<file path="config.mk">
export PLATFORM = sky130hd
export DESIGN_NAME = iso_date_range_day_span_flat
export DESIGN_NICKNAME = d
export VERILOG_FILES = /design/src/rtl/idrs_pkg.sv /design/src/rtl/idrs_req_if.sv /design/src/rtl/idrs_rsp_if.sv /design/src/rtl/iso_date_range_day_span.sv /design/src/rtl/idrs_front.sv /design/src/rtl/idrs_queue.sv /design/src/rtl/idrs_back.sv /design/src/flat_wrapper.sv
export SDC_FILE = /design/constraint.sdc
export NUM_CORES = 1
export LEC_CHECK = 0
export ABC_AREA = 1
export BUFFER_PORTS_ARGS = -buffer_cell sky130_fd_sc_hd__buf_4
export CAP_MARGIN = 10
export CORE_AREA = 2 2 230 232
export CTS_CLUSTER_DIAMETER = 120
export CTS_CLUSTER_SIZE = 28
export DETAILED_ROUTE_END_ITERATION = 12
export DIE_AREA = 0 0 232 234
export GPL_TIMING_DRIVEN = 0
export MAX_ROUTING_LAYER = met4
export PLACE_DENSITY = 0.64
export SYNTH_ARGS = -nofsm -noshare
export SYNTH_HDL_FRONTEND = slang
export SYNTH_HIERARCHICAL = 1
export SYNTH_SLANG_ARGS = --single-unit
</file>
<file path="constraint.sdc">
create_clock -name clock -period 7.05 [get_ports clock]
set_input_delay 0.3525 -clock clock [delete_from_list [all_inputs] [get_ports clock]]
set_output_delay 0.3525 -clock clock [all_outputs]
set_load 0.05 [all_outputs]
</file>
<file path="src/rtl/idrs_pkg.sv">
package idrs_pkg;

   // date string layout
   localparam logic [3:0] DATE_LEN = 4'd10;
   localparam logic [3:0] SEP_A    = 4'd4;
   localparam logic [3:0] SEP_B    = 4'd7;
   localparam logic [3:0] POS_SAT  = 4'd11;

   // ascii codes
   localparam logic [7:0] CH_DASH = 8'h2D;
   localparam logic [7:0] CH_ZERO = 8'h30;
   localparam logic [7:0] CH_NINE = 8'h39;

   // queue between front and back
   localparam int QUEUE_DEPTH = 2;

   // reciprocal of 100 as a 19-bit fixed point fraction
   localparam logic [12:0] RECIP_100 = 13'd5243;
   localparam int          RECIP_SHIFT = 19;

   typedef logic [7:0]  char_type;
   typedef logic [13:0] year_type;
   typedef logic [6:0]  field_type;
   typedef logic [21:0] day_num_type;

   // one closed date string
   typedef struct packed {
      year_type  year;
      field_type month;
      field_type day;
      logic      good;
      logic      is_end;
   } date_entry_type;

   // days in the month of a common year
   function automatic logic [4:0] month_len(input field_type m);
      logic [4:0] len;
      case (m)
         7'd2:                   len = 5'd28;
         7'd4, 7'd6, 7'd9, 7'd11: len = 5'd30;
         default:                len = 5'd31;
      endcase
      return len;
   endfunction

   // days before the first of the month in a common year
   function automatic logic [8:0] days_before(input field_type m);
      logic [8:0] n;
      case (m)
         7'd1:    n = 9'd0;
         7'd2:    n = 9'd31;
         7'd3:    n = 9'd59;
         7'd4:    n = 9'd90;
         7'd5:    n = 9'd120;
         7'd6:    n = 9'd151;
         7'd7:    n = 9'd181;
         7'd8:    n = 9'd212;
         7'd9:    n = 9'd243;
         7'd10:   n = 9'd273;
         7'd11:   n = 9'd304;
         7'd12:   n = 9'd334;
         default: n = 9'd0;
      endcase
      return n;
   endfunction

endpackage

</file>
<file path="src/rtl/idrs_req_if.sv">
interface idrs_req_if;
   logic               valid;
   logic               ready;
   logic               has_char;
   idrs_pkg::char_type text_char;
   logic               string_end;

   modport source (output valid, has_char, text_char, string_end, input ready);
   modport sink (input valid, has_char, text_char, string_end, output ready);
endinterface

</file>
<file path="src/rtl/idrs_rsp_if.sv">
interface idrs_rsp_if;
   logic                  valid;
   logic                  ready;
   logic                  range_valid;
   idrs_pkg::day_num_type span_days;

   modport source (output valid, range_valid, span_days, input ready);
   modport sink (input valid, range_valid, span_days, output ready);
endinterface

</file>
<file path="src/rtl/iso_date_range_day_span.sv">
// path: an end date goes through the queue, then B_IDLE, B_MUL, B_SUM, B_OUT
// throughput: one word per cycle while the 2-entry date queue has room
// the day number converter takes a start date through B_IDLE, B_MUL and B_SUM,
// an end date also through B_OUT; short strings stall the input until the queue drains
// reset: synchronous, clears parse state, queue, converter and result valid
module iso_date_range_day_span import idrs_pkg::*; (
   input  logic       clock,
   input  logic       reset,
   idrs_req_if.sink   req_chan,
   idrs_rsp_if.source rsp_chan
);

   logic           push, pop, full, empty;
   date_entry_type push_data, pop_data;

   idrs_front u_front (
      .clock      (clock),
      .reset      (reset),
      .req_chan   (req_chan),
      .queue_full (full),
      .push       (push),
      .push_data  (push_data)
   );

   idrs_queue u_queue (
      .clock     (clock),
      .reset     (reset),
      .push      (push),
      .push_data (push_data),
      .full      (full),
      .pop       (pop),
      .pop_data  (pop_data),
      .empty     (empty)
   );

   idrs_back u_back (
      .clock    (clock),
      .reset    (reset),
      .empty    (empty),
      .pop_data (pop_data),
      .pop      (pop),
      .rsp_chan (rsp_chan)
   );

endmodule

</file>
<file path="src/rtl/idrs_front.sv">
module idrs_front import idrs_pkg::*; (
   input  logic           clock,
   input  logic           reset,
   idrs_req_if.sink       req_chan,
   input  logic           queue_full,
   output logic           push,
   output date_entry_type push_data
);

   logic [3:0] pos_ff, pos_in;
   logic       on_end_ff, on_end_in;
   year_type   year_ff, year_in;
   field_type  month_ff, month_in;
   field_type  day_ff, day_in;
   logic       fmt_ff, fmt_in;
   logic       accept;
   logic [3:0] digit;

   assign req_chan.ready = !queue_full;
   assign accept         = req_chan.valid && req_chan.ready;
   assign digit          = 4'(req_chan.text_char - CH_ZERO);

   // per-word parse: check the byte against its place and fold in digits
   always_comb begin
      pos_in   = pos_ff;
      year_in  = year_ff;
      month_in = month_ff;
      day_in   = day_ff;
      fmt_in   = fmt_ff;
      if (accept && req_chan.has_char) begin
         if (pos_ff >= DATE_LEN) begin
            fmt_in = 1'b0;
         end else if (pos_ff == SEP_A || pos_ff == SEP_B) begin
            if (req_chan.text_char != CH_DASH) fmt_in = 1'b0;
         end else if (!(req_chan.text_char inside {[CH_ZERO:CH_NINE]})) begin
            fmt_in = 1'b0;
         end else if (pos_ff < SEP_A) begin
            year_in = 14'(year_ff * 14'd10 + 14'(digit));
         end else if (pos_ff < SEP_B) begin
            month_in = 7'(month_ff * 7'd10 + 7'(digit));
         end else begin
            day_in = 7'(day_ff * 7'd10 + 7'(digit));
         end
         if (pos_ff < POS_SAT) pos_in = 4'(pos_ff + 4'd1);
      end
   end

   // closing word hands the string to the back end
   assign push             = accept && req_chan.string_end;
   assign push_data.year   = year_in;
   assign push_data.month  = month_in;
   assign push_data.day    = day_in;
   assign push_data.good   = fmt_in && (pos_in == DATE_LEN);
   assign push_data.is_end = on_end_ff;
   assign on_end_in        = push ? !on_end_ff : on_end_ff;

   // string state, cleared when a string closes
   always_ff @(posedge clock) begin
      if (reset || push) begin
         pos_ff   <= 4'd0;
         year_ff  <= '0;
         month_ff <= '0;
         day_ff   <= '0;
         fmt_ff   <= 1'b1;
      end else begin
         pos_ff   <= pos_in;
         year_ff  <= year_in;
         month_ff <= month_in;
         day_ff   <= day_in;
         fmt_ff   <= fmt_in;
      end
   end

   always_ff @(posedge clock) begin
      if (reset) begin
         on_end_ff <= 1'b0;
      end else begin
         on_end_ff <= on_end_in;
      end
   end

   assert property (@(posedge clock) disable iff (reset) pos_ff <= POS_SAT)
      else $error("char position past saturation");

endmodule

</file>
<file path="src/rtl/idrs_queue.sv">
module idrs_queue import idrs_pkg::*; (
   input  logic           clock,
   input  logic           reset,
   input  logic           push,
   input  date_entry_type push_data,
   output logic           full,
   input  logic           pop,
   output date_entry_type pop_data,
   output logic           empty
);

   localparam int PTR_W = (QUEUE_DEPTH > 1) ? $clog2(QUEUE_DEPTH) : 1;
   localparam int CNT_W = $clog2(QUEUE_DEPTH + 1);

   date_entry_type         slot_ff [QUEUE_DEPTH];
   logic [PTR_W-1:0]       wr_ptr_ff, rd_ptr_ff;
   logic [CNT_W-1:0]       count_ff;

   assign full     = (count_ff == CNT_W'(QUEUE_DEPTH));
   assign empty    = (count_ff == '0);
   assign pop_data = slot_ff[rd_ptr_ff];

   // entry storage
   always_ff @(posedge clock) begin
      if (push) slot_ff[wr_ptr_ff] <= push_data;
   end

   // pointers and fill count
   always_ff @(posedge clock) begin
      if (reset) begin
         wr_ptr_ff <= '0;
         rd_ptr_ff <= '0;
         count_ff  <= '0;
      end else begin
         if (push) begin
            wr_ptr_ff <= (wr_ptr_ff == PTR_W'(QUEUE_DEPTH - 1)) ? '0 : PTR_W'(wr_ptr_ff + 1'b1);
         end
         if (pop) begin
            rd_ptr_ff <= (rd_ptr_ff == PTR_W'(QUEUE_DEPTH - 1)) ? '0 : PTR_W'(rd_ptr_ff + 1'b1);
         end
         if (push && !pop) count_ff <= CNT_W'(count_ff + 1'b1);
         else if (pop && !push) count_ff <= CNT_W'(count_ff - 1'b1);
      end
   end

   assert property (@(posedge clock) disable iff (reset) !(push && full && !pop))
      else $error("push into full queue");
   assert property (@(posedge clock) disable iff (reset) !(pop && empty))
      else $error("pop from empty queue");

endmodule

</file>
<file path="src/rtl/idrs_back.sv">
module idrs_back import idrs_pkg::*; (
   input  logic           clock,
   input  logic           reset,
   input  logic           empty,
   input  date_entry_type pop_data,
   output logic           pop,
   idrs_rsp_if.source     rsp_chan
);

   typedef enum logic [1:0] {B_IDLE, B_MUL, B_SUM, B_OUT} state_type;

   state_type   state_ff;
   year_type    year_ff;
   field_type   month_ff, day_ff;
   logic        good_ff, is_end_ff;
   logic [25:0] prod_ff;
   day_num_type y365_ff;
   day_num_type dn_ff, dn_in;
   logic        ok_ff, ok_in;
   day_num_type start_dn_ff;
   logic        start_good_ff;
   logic        rsp_valid_ff, rsp_range_ff;
   day_num_type rsp_span_ff;
   logic        load_rsp;

   logic [6:0]  q100, r100, ceil100;
   logic [11:0] ceil4;
   logic [4:0]  ceil400, dim;
   logic        leap, month_ok, day_ok, range_ok;

   assign pop = (state_ff == B_IDLE) && !empty;

   // leap rule and day number from the registered products
   always_comb begin
      q100     = prod_ff[25:RECIP_SHIFT];
      r100     = 7'(year_ff - 14'(q100) * 14'd100);
      ceil4    = 12'((15'(year_ff) + 15'd3) >> 2);
      ceil100  = 7'(q100 + 7'(r100 != '0));
      ceil400  = 5'(q100[6:2] + 5'((q100[1:0] != '0) || (r100 != '0)));
      leap     = ((year_ff[1:0] == '0) && (r100 != '0))
               || ((r100 == '0) && (q100[1:0] == '0));
      month_ok = month_ff inside {[7'd1:7'd12]};
      dim      = (month_ff == 7'd2 && leap) ? 5'd29 : month_len(month_ff);
      day_ok   = (day_ff != '0) && (day_ff <= 7'(dim));
      ok_in    = good_ff && month_ok && day_ok;
      dn_in    = 22'(y365_ff + 22'(ceil4) - 22'(ceil100) + 22'(ceil400)
               + 22'(days_before(month_ff)) + 22'(leap && month_ff > 7'd2)
               + 22'(day_ff) - 22'd1);
   end

   assign range_ok = ok_ff && start_good_ff && (start_dn_ff <= dn_ff);

   // result register loads once the previous word has left
   assign load_rsp = (state_ff == B_OUT) && (!rsp_valid_ff || rsp_chan.ready);

   // conversion sequencer and result register
   always_ff @(posedge clock) begin
      if (reset) begin
         state_ff      <= B_IDLE;
         start_good_ff <= 1'b0;
         start_dn_ff   <= '0;
         rsp_valid_ff  <= 1'b0;
      end else begin
         if (load_rsp) begin
            rsp_valid_ff <= 1'b1;
         end else if (rsp_valid_ff && rsp_chan.ready) begin
            rsp_valid_ff <= 1'b0;
         end
         case (state_ff)
            B_IDLE: begin
               if (!empty) begin
                  year_ff   <= pop_data.year;
                  month_ff  <= pop_data.month;
                  day_ff    <= pop_data.day;
                  good_ff   <= pop_data.good;
                  is_end_ff <= pop_data.is_end;
                  state_ff  <= B_MUL;
               end
            end
            B_MUL: begin
               prod_ff  <= 26'(year_ff) * 26'(RECIP_100);
               y365_ff  <= 22'(year_ff) * 22'd365;
               state_ff <= B_SUM;
            end
            B_SUM: begin
               dn_ff <= dn_in;
               ok_ff <= ok_in;
               if (is_end_ff) begin
                  state_ff <= B_OUT;
               end else begin
                  start_good_ff <= ok_in;
                  start_dn_ff   <= ok_in ? dn_in : '0;
                  state_ff      <= B_IDLE;
               end
            end
            B_OUT: begin
               if (load_rsp) begin
                  rsp_range_ff <= range_ok;
                  rsp_span_ff  <= range_ok ? 22'(dn_ff - start_dn_ff + 22'd1) : '0;
                  state_ff     <= B_IDLE;
               end
            end
            default: state_ff <= B_IDLE;
         endcase
      end
   end

   assign rsp_chan.valid       = rsp_valid_ff;
   assign rsp_chan.range_valid = rsp_range_ff;
   assign rsp_chan.span_days   = rsp_span_ff;

   assert property (@(posedge clock) disable iff (reset)
      state_ff == B_OUT |-> is_end_ff)
      else $error("result step for a start date");
   assert property (@(posedge clock) disable iff (reset)
      rsp_valid_ff && rsp_range_ff |-> rsp_span_ff != '0)
      else $error("valid range with zero span");

endmodule

</file>
<file path="src/flat_wrapper.sv">
// flat-port wrapper written by rule: the top's interface ports become plain ports
module iso_date_range_day_span_flat import idrs_pkg::*;
  (clock, reset, req_chan_valid, req_chan_has_char, req_chan_text_char, req_chan_string_end, req_chan_ready, rsp_chan_valid, rsp_chan_range_valid, rsp_chan_span_days, rsp_chan_ready);
  idrs_req_if req_chan_i ();
  idrs_rsp_if rsp_chan_i ();
  input  logic clock;
  input  logic reset;
  input wire logic [$bits(req_chan_i.valid)-1:0] req_chan_valid;
  input wire logic [$bits(req_chan_i.has_char)-1:0] req_chan_has_char;
  input wire logic [$bits(req_chan_i.text_char)-1:0] req_chan_text_char;
  input wire logic [$bits(req_chan_i.string_end)-1:0] req_chan_string_end;
  output wire logic [$bits(req_chan_i.ready)-1:0] req_chan_ready;
  output wire logic [$bits(rsp_chan_i.valid)-1:0] rsp_chan_valid;
  output wire logic [$bits(rsp_chan_i.range_valid)-1:0] rsp_chan_range_valid;
  output wire logic [$bits(rsp_chan_i.span_days)-1:0] rsp_chan_span_days;
  input wire logic [$bits(rsp_chan_i.ready)-1:0] rsp_chan_ready;
  assign req_chan_i.valid = req_chan_valid;
  assign req_chan_i.has_char = req_chan_has_char;
  assign req_chan_i.text_char = req_chan_text_char;
  assign req_chan_i.string_end = req_chan_string_end;
  assign req_chan_ready = req_chan_i.ready;
  assign rsp_chan_valid = rsp_chan_i.valid;
  assign rsp_chan_range_valid = rsp_chan_i.range_valid;
  assign rsp_chan_span_days = rsp_chan_i.span_days;
  assign rsp_chan_i.ready = rsp_chan_ready;
  iso_date_range_day_span u_core (.clock(clock), .reset(reset), .req_chan(req_chan_i), .rsp_chan(rsp_chan_i));
endmodule
</file>
**After elaboration in Yosys (flattened, before gate mapping)**

Memory sizes are Yosys's and may differ from the RTL's. A register that Yosys moved wholly into a read port is not among the register bits.
Index checks and enable logic that the tools add are counted.

- Memory bits (read-only): 144
- Register bits: 158
- Input bits: 14
- Output and inout port bits: 25
- Logic and storage cells: 167
- Memory bits (writable): 60
- Memories kept: 2

- Reduce and logical (&&, ||, !) cells: 49
- Multipliers: 6
- Add/subtract/negate cells: 22
- Eq/ne operators: 15
- Bitwise operators: 3
- Multiplexer cells: 40
- Magnitude comparators: 11

Memory list:

| memory | depth | bits a word | rd ports | clocked after Yosys merged registers in | write ports | RTL line | text |
|---|---|---|---|---|---|---|---|
| (name not given) | 16 | 9 | 1 | 0 | 0 | idrs_pkg.sv:49 | `case (m)` |
| u_core.u_queue.slot_ff | 2 | 30 | 1 | 1 | 1 | idrs_queue.sv:15 | `date_entry_type slot_ff [QUEUE_DEPTH];` |

Operators by type and width:

| cell | count |
|---|---|
| $mux 7 | 12 |
| $mux 14 | 5 |
| $mul 14x13->26 const B | 1 |
| $add 22x1->22 | 1 |
| $add 22x1->22 const B | 1 |
| $add 22x12->22 | 1 |
| $add 22x5->22 | 1 |
| $add 22x7->22 | 1 |
| $add 22x9->22 | 1 |
| $le 22x22->1 | 1 |
| $mul 14x9->22 const B | 1 |
| $mux 22 | 1 |
| $sub 22x1->22 const B | 1 |
| $sub 22x22->22 | 1 |
| $sub 22x7->22 | 1 |
| $logic_and 1x1->1 | 20 |
| $add 14x2->14 const B | 1 |
| $add 14x4->14 | 1 |
| $add 7x4->7 | 2 |
| $eq 7x3->1 const B | 2 |
| $eq 7x4->1 const B | 2 |
| $mul 14x3->13 const B | 1 |
| $mul 7x3->6 const B | 2 |
| $reduce_bool 7->1 | 2 |
| other kinds (42) | 83 |

**Logic depth before layout (Yosys ltp)**

Gate-level depths: netlist (run 1).

- Depth after elaboration: 11
- Depth in mapped cells: 35

**By module**

The synthesis (run 1) kept the hierarchy.

By module, submodules not included:

| module | instances | cells each | area an instance (um^2) | seq. area each (um^2) |
|---|---|---|---|---|
| idrs_back | 1 | 1871 | 15870.2 | 3853.7 |
| idrs_front | 1 | 442 | 3141.8 | 680.7 |
| idrs_queue | 1 | 126 | 2512.4 | 1901.8 |

**Worst setup path after synthesis (run 1)**

Ideal clock, no wire load.

- Kind: flip-flop to flip-flop
- Start: register u_core.u_back.year_ff[3]
- End: register u_core.u_back.dn_ff[16] (data pin)
- Clock period less this slack: 5.202 ns
- Slack: 1.848 ns
- Stages on the path, launching flop included: 28
- Required time: 6.795 ns
- Path buffers: 0
- Arrival time: 4.948 ns
- Library setup time: 0.255 ns
- Cells stage by stage: edfxtp_1 ha_1 inv_1 o21bai_1 nand2_1 nand3_1 nand2_1 nor2_1 nand3_1 ha_1 ha_1 nor2_1 nor2_1 fa_1 inv_1 fa_1 inv_1 fa_1 inv_1 ha_1 fa_1 nand3_1 nand3_1 nand2_1 nand2_1 nand3_1 nand3b_1 and2_1

- Word-level cells in the longest chain between the ends: 9
- Elaborated cells on any way between the ends: 18

Ends and longest elaborated chain:

| element | RTL line | text |
|---|---|---|
| from (decl) | idrs_back.sv:13 | `year_type year_ff;` |
| from (signal assigned) | idrs_back.sv:72 | `year_ff <= pop_data.year;` |
| branches (longest 6 deep; another with $add 22x12->22) | n/a |  |
| $add 22x1->22 (*) | idrs_back.sv:47 | `+ 22'(days_before(month_ff)) + 22'(leap && month_ff > 7'd2)` |
| $add 22x7->22 (*) | idrs_back.sv:48 | `+ 22'(day_ff) - 22'd1);` |
| $sub 22x1->22 (*) | idrs_back.sv:48 |  |
| via u_core.u_back.dn_in[16] | idrs_back.sv:18 | `day_num_type dn_ff, dn_in;` |
| to (signal assigned) | idrs_back.sv:86 | `dn_ff <= dn_in;` |
| to (decl) | idrs_back.sv:18 |  |

Mark *: on every way through the listed nets, which the timed path passes.
A chain may end at the register's enable or synchronous reset.

**Worst setup path in the final report (run 1)**

- Start: register u_core.u_back.year_ff[1]
- End: register u_core.u_back.dn_ff[18] (data pin)

Same word-level chain as after synthesis.

==> run summary, run 1 <==
WS Path Type -> reg2reg
Worst min-delay path class -> in2reg
Die Y -> 234 um
Starting density of the core -> 0.4137
Final setup violating endpoints -> 0
Antenna Cells -> 0
Max FO, Critical Path -> 8
WL met2 -> 22010 um
Min Tclk post-route -> 5.863 ns
Nets -> 2957
CTS tree -> done
WL met1 -> 20350 um
Register area -> 6436 um^2
Via density -> 4.800
Final WL -> 44840 um
Total Die Area -> 54290 um^2
Die width -> 232 um
CP required -> 7.30 ns
Post-detail-place hpwl -> 38420 um
Final hold violation count -> 0
Clk_skew -> 0.02030 ns
Core Area -> 52020 um^2
CTS Hold Bufs -> 0
Slew @ Worst Pin -> 1.142 ns
Post-synth EDFFs -> 165
Antenna-violating nets left -> 0
CTS Buf Count -> 12
Biggest area consumer among synthesized cells -> edfxtp_1
Max_cap viols -> 0
Crit end category -> flip-flop
Area contributors post-synth -> edfxtp_1 (23%), ha_1 (18%), fa_1 (13%)
Met3 wire length -> 1499 um
Outcome -> completed
Net count after synthesis -> 2902
Fin. max-slew vios -> 0
I/O Pins -> 39
RePlAce Congestion -> 0.9010
# clock sinks -> 239
Vias in the first global route -> 15306
Total gr overflow -> 0
GRT Overall Usage -> 0.1740
Num rows -> 84
Synth top cells by count -> inv_1 (536), nand2_1 (447), ha_1 (309)
Initial antenna violation count -> 0
Tcrit/Tclk final -> 0.8316
Register area share after synthesis -> 0.2990
# fillers -> 5080
Multi-input logic area -> 12920 um^2
Resized cells post-CTS -> 0
DRT iter0 DRCs -> 732
WP data arrival -> 6.11 ns
Routed vias -> 15303
Post-synth top area share -> 0.2302
Cell variety after synth -> 50
Fraction of layout cells with a size suffix above 1 -> 0.06720
Largest net degree at the start of global routing -> 32
DRT Pass-1 Iters -> 7
Deepest clock path buffer count -> 3
Later-pin clock latency in the skew report -> 0.49 ns
Yosys reg bits -> 239
Post-route insts no fill -> 3188
Mean Syn Cell Area -> 8.825 um^2
Max layer used -> met4
Synth Instances -> 2439
FMAX -> 170.6 MHz
YS warnings -> 6
Port bufs -> 38
First-pass GRT wire length -> 75220 um
Post-CTS Setup Repair Bufs -> 0
Post-synth top flop -> edfxtp_1
Setup tns final -> 0 ns
Ys async rst share -> 0
DRC Markers -> 0
Slew Limit Headroom -> 0.2376
Startpoint types -> flip-flop
Wire length per cell -> 14.07 um
Most numerous cell in the Yosys netlist -> inv_1
Syn-to-layout area delta -> 7.307%
Post-Syn Area -> 21520 um^2
H-tree depth -> 1
RSZ-0062 raised after global routing -> no
Worst-path clk slew -> 0.11 ns
Root Driver -> clkbuf_16
Placed Cells -> 3167
==> worst paths after layout <==
path / cells past startpoint / from / slack (ns) / to
hold reg to reg: 2 / u_core/u_back/start_good_ff / 0.47 / u_core/u_back/start_good_ff
setup / recovery: 26 / u_core/u_back/year_ff[1] / 1.19 / u_core/u_back/dn_ff[18]
setup reg to reg: 26 / u_core/u_back/year_ff[1] / 1.19 / u_core/u_back/dn_ff[18]
hold / removal: 2 / reset / 0.09 / u_core/u_front/on_end_ff
==> through the flow <==
stage	hold slack (ns)	area [um^2]	util	worst slack [ns]
6_report	0.09171	23100	0.4440	1.187
5_1_grt	0.07099	23100	0.4440	0.7031
4_1_cts	0.06652	23070	0.4434	1.178
3_5_place_dp	0.4498	22720	0.4367	1.213
3_3_place_gp	0.4535	22670	0.4358	1.262
2_1_floorplan	0.4235	21520	-	1.848
==> routing by layer <==
metal	GRT usage	vias to the layer above
li1	-	7875
met1	0.2190	7144
met2	0.3016	229
met3	0.02043	55
met4	0.03666	0
met5	-	-
==> cells in the final DEF, fill, tap and decap left out, types with 10 or more instances in the layout <==
master,count
o21ai_0,58
nand2_1,447
nand3b_1,10
ha_1,309
edfxtp_1,165
nor2_2,10
o21bai_1,11
xnor2_1,33
inv_1,536
nor3_1,19
dfxtp_1,74
nand3_1,101
nand4_1,27
fa_1,140
clkbuf_16,12
nand2_2,14
nor2_1,150
clkbuf_1,14
buf_4,39
mux2_4,30
a21oi_1,125
xor2_1,59
==> cells by family (layout without fill, tap and decap cells) <==
group,Yosys count,in the layout,synth area share
simple gates,822,822,0.1682
buf+inv,564,625,0.1016
fa+ha+maj,449,449,0.3098
compound gates,243,243,0.06301
flops,239,239,0.2990
xor+xnor,92,92,0.03744
mux,30,30,0.02093
==> registers in the layout, indices dropped and copies added (netlist names), 2 cells and up, named ones only <==
register	flops
u_core/u_back/day_ff	7
u_core/u_back/dn_ff	22
u_core/u_back/month_ff	7
u_core/u_back/prod_ff	8
u_core/u_back/rsp_chan.span_days	22
u_core/u_back/start_dn_ff	22
u_core/u_back/state_ff	2
u_core/u_back/y365_ff	21
u_core/u_back/year_ff	14
u_core/u_front/day_ff	7
u_core/u_front/month_ff	7
u_core/u_front/pos_ff	4
u_core/u_front/year_ff	14
u_core/u_queue/count_ff	2
u_core/u_queue/slot_ff	60
==> area by class of cell <==
cell class,instances,area share
well taps,688,0.03727
flip-flops and latches,239,0.2787
multi-input cells,1636,0.5596
clock inverters,3,0.001354
plain buffers,20,0.006121
clock buffers,17,0.01381
inverters,544,0.08852
repair buffers,41,0.01468
==> critical path, stage by stage (launching register included) <==
cell      delay [ns]
edfxtp_1        0.60
inv_1           0.23
ha_1            0.35
inv_1           0.15
nor2_1          0.14
nand2_1         0.07
nor2_1          0.17
nand3_1         0.11
ha_1            0.21
ha_1            0.21
nor2_1          0.09
nor2_1          0.06
fa_1            0.47
inv_1           0.05
fa_1            0.52
inv_1           0.06
fa_1            0.53
inv_1           0.04
ha_1            0.24
fa_1            0.46
nand3_1         0.12
nand3_1         0.13
nand2_1         0.09
nand2_1         0.12
nand3_1         0.13
nand3_1         0.09
and2_1          0.16
Power of run 1 is not shown: default switching activity piles up to over one toggle a cycle in this logic, so the estimate is an artifact.
==> run 2: changes to the inputs <==
Settings changed: PLACE_DENSITY 0.64 to 0.66.
Clock period 7.05 ns to 4.9 ns, I/O delays scaled along.
==> run 2 against run 1 <==
Effect of this change: the run now ends with negative setup slack left; via count is 3.3% higher; fmax rose by 14%; hold slack worse by 0.051 ns; first-iteration DRC count up 11%; non-clock buffer count is 58 higher; largest cell class unchanged; worst setup slack lost 1.4 ns; wire length grew 3.5%; critical path depth is 3 higher; critical endpoint is now u_core/u_back/dn_ff[15]; global-route usage rose by 0.39 points; highest routed layer unchanged; design area increased by 4.9%.
==> run summary, run 2 (synthesis gave the netlist of run 1 again) <==
Final hold violation count -> 0
CP required -> 5.16 ns
Post-layout util -> 0.4655
Largest net degree at the start of global routing -> 32
Worst Setup Slack, final -> -0.2303 ns
RePlAce Congestion -> 0.8958
Slew Limit Headroom -> 0.2480
Worst-path clk slew -> 0.12 ns
R2R Setup Slk -> -0.23 ns
GRT Overall Usage -> 0.1779
Max layer used -> met4
Startpoint types -> flip-flop
Die width -> 232 um
Final WL -> 46420 um
WL met1 -> 21110 um
Reg with most FFs -> u_core/u_queue/slot_ff
RSZ-0062 raised after global routing -> yes
CP max stage delay -> 0.54 ns
CTS tree -> done
Min Tclk post-route -> 5.130 ns
Violated checks -> negative setup slack
Max reg flops -> 60
Via density -> 4.870
Starting density of the core -> 0.4137
H-tree depth -> 1
Num rows -> 84
Deepest clock path buffer count -> 3
Max_cap viols -> 0
Die Y -> 234 um
Nets -> 3015
Outcome -> finished, violations left
Vias in the first global route -> 15656
WL met2 -> 22980 um
Post-detail-place hpwl -> 37950 um
FMAX -> 194.9 MHz
Final setup violating endpoints -> 34
Later-pin clock latency in the skew report -> 0.49 ns
Worst path most repeated cell -> inv_2
Setup tns final -> -4.894 ns
# fillers -> 4889
Antenna Cells -> 0
WP data arrival -> 5.39 ns
Wire length per cell -> 14.30 um
Total Die Area -> 54290 um^2
Met3 wire length -> 1286 um
Final instance area -> 24220 um^2
Syn-to-layout area delta -> 12.52%
Core Area -> 52020 um^2
Port bufs -> 38
Slew @ Worst Pin -> 1.127 ns
DRT iter0 DRCs -> 809
I/O Pins -> 39
Most frequent cells in the layout -> inv_1 (518), nand2_1 (413), ha_1 (293)
Crit end category -> flip-flop
Commonest non-fill, non-tap cell in the layout -> inv_1
DRT Pass-1 Iters -> 5
Max FO, Critical Path -> 6
DRC Markers -> 0
CTS Buf Count -> 12
Routed vias -> 15808
Worst min-delay path class -> in2reg
# clock sinks -> 239
Clk_skew -> 0.01910 ns
Tcrit/Tclk final -> 1.047
Fin. max-slew vios -> 0
WS Path Type -> reg2reg
Antenna-violating nets left -> 0
First-pass GRT wire length -> 76910 um
Total gr overflow -> 0
Slowest cell on the critical path -> fa_1
Root Driver -> clkbuf_16
Fraction of layout cells with a size suffix above 1 -> 0.1357
Pre-CTS setup slack -> -0.6388 ns
Initial antenna violation count -> 0
Post-DP Area -> 22850 um^2
## run 2: final timing paths
check | from | end | cells after the start
worst max-delay path | u_core/u_back/prod_ff[19] | u_core/u_back/dn_ff[15] | 29
worst min-delay path | rsp_chan_ready | u_core/u_back/rsp_chan.valid | 4
worst max register to register | u_core/u_back/prod_ff[19] | u_core/u_back/dn_ff[15] | 29
worst min register to register | u_core/u_back/start_dn_ff[0] | u_core/u_back/start_dn_ff[0] | 2
## run 2: area by class of cell
cell class,instances,area (um^2),share of cell area
Buffer,20,141.4,0.005838
Multi-Input combinational cell,1636,13580,0.5609
Sequential cell,239,6436,0.2658
Timing Repair Buffer,99,792.0,0.03270
Inverter,544,2048,0.08457
Clock buffer,18,322.8,0.01333
Tap cell,688,860.8,0.03554
Clock inverter,2,32.53,0.001343
## run 2: layer usage
layer,up-vias,global-route usage
met5,-,-
met1,7493,0.2246
met3,61,0.01593
met2,250,0.3120
met4,0,0.03606
li1,8004,-
## run 2: worst max-delay path, delay by kind of cell (launching register included)
kind                       cells  cell delay (ns)
adders and majority gates      8             2.79
and+or+nand+nor               14             1.27
DFF                            1             0.49
buffers and inverters          6             0.25
xor gates and xnor gates       1             0.08
## run 2: what timing repair did
item,4_1_cts,5_1_grt
setup buffers,39,18
pin swaps,29,36
hold buffers,1,0
setup endpoints to repair,42,42
endpoints found under the hold margin,4,0
gates resized for setup,41,83
## run 2: per-stage QoR
stage / instances / hold WS (ns)
after global routing: 3246 / 0.05271
after CTS: 3227 / 0.02003
after detailed placement: 3167 / 0.4448
final: 3246 / 0.04051
after global placement: 3165 / 0.4536
after floorplan: 2439 / 0.3174
Power of run 2 is left out for the same reason.
